[config.mk]
export PLATFORM = sky130hd
export DESIGN_NAME = mmcr_mac
export DESIGN_NICKNAME = d
export VERILOG_FILES = /design/src/rtl/mmcr_pkg.sv /design/src/rtl/mmcr_mac.sv
export SDC_FILE = /design/constraint.sdc
export NUM_CORES = 2
export LEC_CHECK = 0
export BUFFER_PORTS_ARGS = -buffer_cell sky130_fd_sc_hd__buf_2
export CORE_MARGIN = 2
export CORE_UTILIZATION = 39
export CTS_BUF_LIST = sky130_fd_sc_hd__clkbuf_4
export CTS_CLUSTER_DIAMETER = 200
export DETAILED_ROUTE_END_ITERATION = 10
export GPL_ROUTABILITY_DRIVEN = 0
export HOLD_SLACK_MARGIN = 0.05
export SLEW_MARGIN = 20
export SYNTH_ARGS = -nofsm -noshare
export SYNTH_HDL_FRONTEND = slang
export SYNTH_SLANG_ARGS = --single-unit
export TNS_END_PERCENT = 100
[constraint.sdc]
create_clock -name clock -period 7.8 [get_ports clock]
set_clock_uncertainty 0.05 [all_clocks]
set_input_delay 0.78 -clock clock [delete_from_list [all_inputs] [get_ports clock]]
set_output_delay 0.78 -clock clock [all_outputs]
set_load 0.02 [all_outputs]
[src/rtl/mmcr_pkg.sv]
`timescale 1ns / 1ps
// ----------------------------------------------------------------------------
// mmcr_pkg
// Shared constants and types for the Mueller-Muller timing recovery block.
// ----------------------------------------------------------------------------
package mmcr_pkg;
   localparam int NFILT      = 128;
   localparam int NTAPS      = 8;
   localparam int TABLE_SIZE = NFILT * NTAPS;
   localparam int TAB_AW     = $clog2(TABLE_SIZE);
   localparam int ROW_W      = $clog2(NFILT);
   localparam int TAP_W      = $clog2(NTAPS);
   localparam int IDX_W      = 10;
   localparam int CSR_AW     = 3;

   localparam logic [CSR_AW-1:0] REG_MODE      = 3'd0;
   localparam logic [CSR_AW-1:0] REG_OMEGA     = 3'd1;
   localparam logic [CSR_AW-1:0] REG_MU        = 3'd2;
   localparam logic [CSR_AW-1:0] REG_OMEGA_G   = 3'd3;
   localparam logic [CSR_AW-1:0] REG_MU_G      = 3'd4;
   localparam logic [CSR_AW-1:0] REG_LIMIT     = 3'd5;

   localparam logic CMD_SAMPLE = 1'b0;
   localparam logic CMD_TAP    = 1'b1;

   typedef struct packed {
      logic               cmd;
      logic signed [15:0] sample_i;
      logic signed [15:0] sample_q;
      logic [IDX_W-1:0]   tap_index;
      logic signed [15:0] tap_value;
   } req_type;

   typedef struct packed {
      logic signed [15:0] out_i;
      logic signed [15:0] out_q;
   } rsp_type;

   typedef struct packed {
      logic [CSR_AW-1:0] index;
      logic [23:0]       data;
   } csr_type;

   function automatic logic signed [15:0] sat16(input logic signed [39:0] x);
      if (x > 40'sd32767) return 16'sh7FFF;
      if (x < -40'sd32768) return 16'sh8000;
      return x[15:0];
   endfunction
endpackage

[src/rtl/mmcr_mac.sv]
`timescale 1ns / 1ps
// ----------------------------------------------------------------------------
// mmcr_mac
// Shared complex-by-real multiply-accumulate, one tap per cycle while enable is high.
// ----------------------------------------------------------------------------
module mmcr_mac
   import mmcr_pkg::*;
(
   input  logic               clock,
   input  logic               clear,
   input  logic               enable,
   input  logic signed [15:0] coef,
   input  logic signed [15:0] x_i,
   input  logic signed [15:0] x_q,
   output logic signed [39:0] acc_i,
   output logic signed [39:0] acc_q
);
   logic signed [39:0] acc_i_ff, acc_q_ff;

   always_ff @(posedge clock) begin
      if (clear) begin
         acc_i_ff <= '0;
         acc_q_ff <= '0;
      end else if (enable) begin
         acc_i_ff <= acc_i_ff + 40'(x_i * coef);
         acc_q_ff <= acc_q_ff + 40'(x_q * coef);
      end
   end

   assign acc_i = acc_i_ff;
   assign acc_q = acc_q_ff;
endmodule

==> out/qor.txt <==
crit path max fanout - 14
number of global-route vias before repair - 21241
vias - 19641
RSZ-0062 raised after global routing - no
Rel. slew slack - 0.438
total CTS buffers - 9
GRT Util Overall - 0.188
Root Buffer - clkbuf_4
Crit. End Element - flop
Reg2Reg Launch Point - acc_i[15]
RR Endpoint - acc_i[36]
design area - 0.0293 mm^2
Synth Net Count - 3946
fin crit share - 0.925
max-cap violation count - 0
Crit path required time - 8250 ps
Sink Count - 80
Final min period - 7220 ps
status - completed
worst reg2reg setup slack - 1940 ps
hold_buf cts - 0
area delta synth->final - 6.55%
crit-path leading delay family - adder cells
clk slew on worst S/H paths - 160 ps
share of cells above drive strength 1 - 0.0635
synthesized area per cell - 9.16 um^2
dpl hpwl - 53700 um
post-synthesis sequential area ratio - 0.0582
number of synthesized flops with an enable pin - 0
H-tree levels - 3
total grt overflow - 0
starting density of the core - 0.394
type of the most critical hold path - flop to flop
Worst R2R Path Depth - 19
Die Height - 270 um
Hold EP - acc_i[27]
first-pass GRT wire length - 110000 um
Die X - 270 um
vias per cell - 4.89
top cells by area, synth - fa_1, inv_1, ha_1
final hold vios - 0
FMAX - 139 MHz
clk buf depth - 2
crit start category - primary input
Post-Syn Instances - 3005
antenna violations before repair - 5
router iterations before antenna repair - 5
Distinct cells, synth - 65
synth warn - 0
clk_lat worst skew - 600 ps
number of I/O pins - 131
Antenna Violating Nets Remaining - 0
slew at the pin closest to its max-slew limit - 843 ps
# port buffers - 130
Core Footprint - 0.0699 mm^2
nets@finish - 4010
post-synthesis register bit count - 80
Final setup violation count - 0
Crit path largest cell delay - 660 ps
HP Start - acc_i[27]
crit path DAT - 7660 ps
die area - 0.0727 mm^2
starting DRC count in detailed routing - 1063
Critical Path Slowest Stage Cell - a211oi_1
Routed wire per std cell - 15.9 um
largest net degree at the start of global routing - 53
hold path cells - 2
Synth top area share - 0.480
Primary FF master, synth - dfxtp_1
DRC violation count after routing - 0
Total Wirelength - 63800 um
Final Slew Violations - 0
critical path class - primary input to flop
crit-path most repeated cell - fa_1
final setup TNS - 0 ps
area leader, netlist - fa_1
CTS resizes - 0
Async S/R FF share, synth - 0
Std-Cell Rows - 97
CTS tree - done
CP cell instances - buf_2, nand2_1, fa_1, inv_1, fa_1, inv_1, fa_1, fa_1, inv_1, fa_1, inv_1, fa_1, inv_1, ha_1, nand2_1, o21ai_0, a22oi_1, a211oi_1, o221ai_1, o21ai_1, xnor2_1, o21ai_1
Post-Syn Area - 0.0275 mm^2
postcts setup bufs - 0
DP Area - 0.0292 mm^2
Synth top cells by count - inv_1, fa_1, nand2_1
Buffers & Inverters on Critical Path - 6
top-count cell post-synth - inv_1
==> worst register-to-register path: stages, from the launching register on <==
cell,delay (ps)
dfxtp_1,370
inv_1,80
fa_1,500
inv_1,50
fa_1,520
fa_1,440
fa_1,550
inv_1,50
fa_1,480
inv_1,40
ha_1,360
a21oi_1,240
o211ai_1,140
a2111oi_0,610
o22ai_1,320
o21ai_1,200
nand2b_1,110
a21o_1,200
a2111oi_0,370
nand3b_1,160
==> cells by family after synthesis <==
group	share of synthesized area
buf+inv	0.123
flops	0.0582
fa+ha+maj	0.585
mux	0.0185
xor+xnor	0.0245
simple gates	0.134
compound gates	0.0575
==> layout by cell type, fill, tap and decap left out, drive strengths merged, types with 49 or more instances in the layout <==
cell and n:
a21oi 65, dfxtp 80, nor2 123, buf 169, inv 786, xnor2 49, fa 660, nand2 320
ha 230, mux2i 51, and2 226
==> final cells by class <==
| class | count | area, um^2 |
|---|---|---|
| antenna | 6 | 15.0 |
| clock buffer | 13 | 97.6 |
| clock inverter | 2 | 7.51 |
| fill | 7109 | 40600 |
| inverter | 786 | 2950 |
| multi-input combinational | 2023 | 22500 |
| sequential | 80 | 1600 |
| tap | 940 | 1180 |
| timing repair buffer | 169 | 948 |
==> registers in the layout, indices dropped and copies added, names as in the netlist <==
signal,flops
acc_i,40
acc_q,40
==> layer usage <==
layer  track usage  wire (um)  vias to the layer above
li1              -          -                     8993
met1         0.251      27700                    10184
met2         0.327      32300                      404
met3        0.0264       2750                       54
met4        0.0367        952                        6
met5             0         36                        -
==> per-stage QoR <==
step | std cells | util | hold WS (ps) | setup slack [ps]
finish | 4019 | 0.420 | 456 | 583
global route | 4018 | 0.420 | 479 | 297
CTS | 4013 | 0.419 | 467 | 807
detailed placement | 3998 | 0.418 | 440 | 133
global placement | 3998 | 0.418 | 435 | 162
floorplan | 3005 | - | 489 | 934
==> worst max path at each step <==
stage               slack (ps)  cells after the start  startpoint        end
detailed placement         130                     22     coef[4]  acc_q[38]
global route               300                     22     coef[4]  acc_q[38]
floorplan                  930                     24     coef[1]  acc_q[39]
CTS                        810                     22     coef[4]  acc_q[38]
global placement           160                     22     coef[4]  acc_q[38]
finish                     580                     22     coef[4]  acc_q[38]
Power is not shown: default switching activity piles up to over one toggle a cycle in this logic, so the estimate is an artifact.
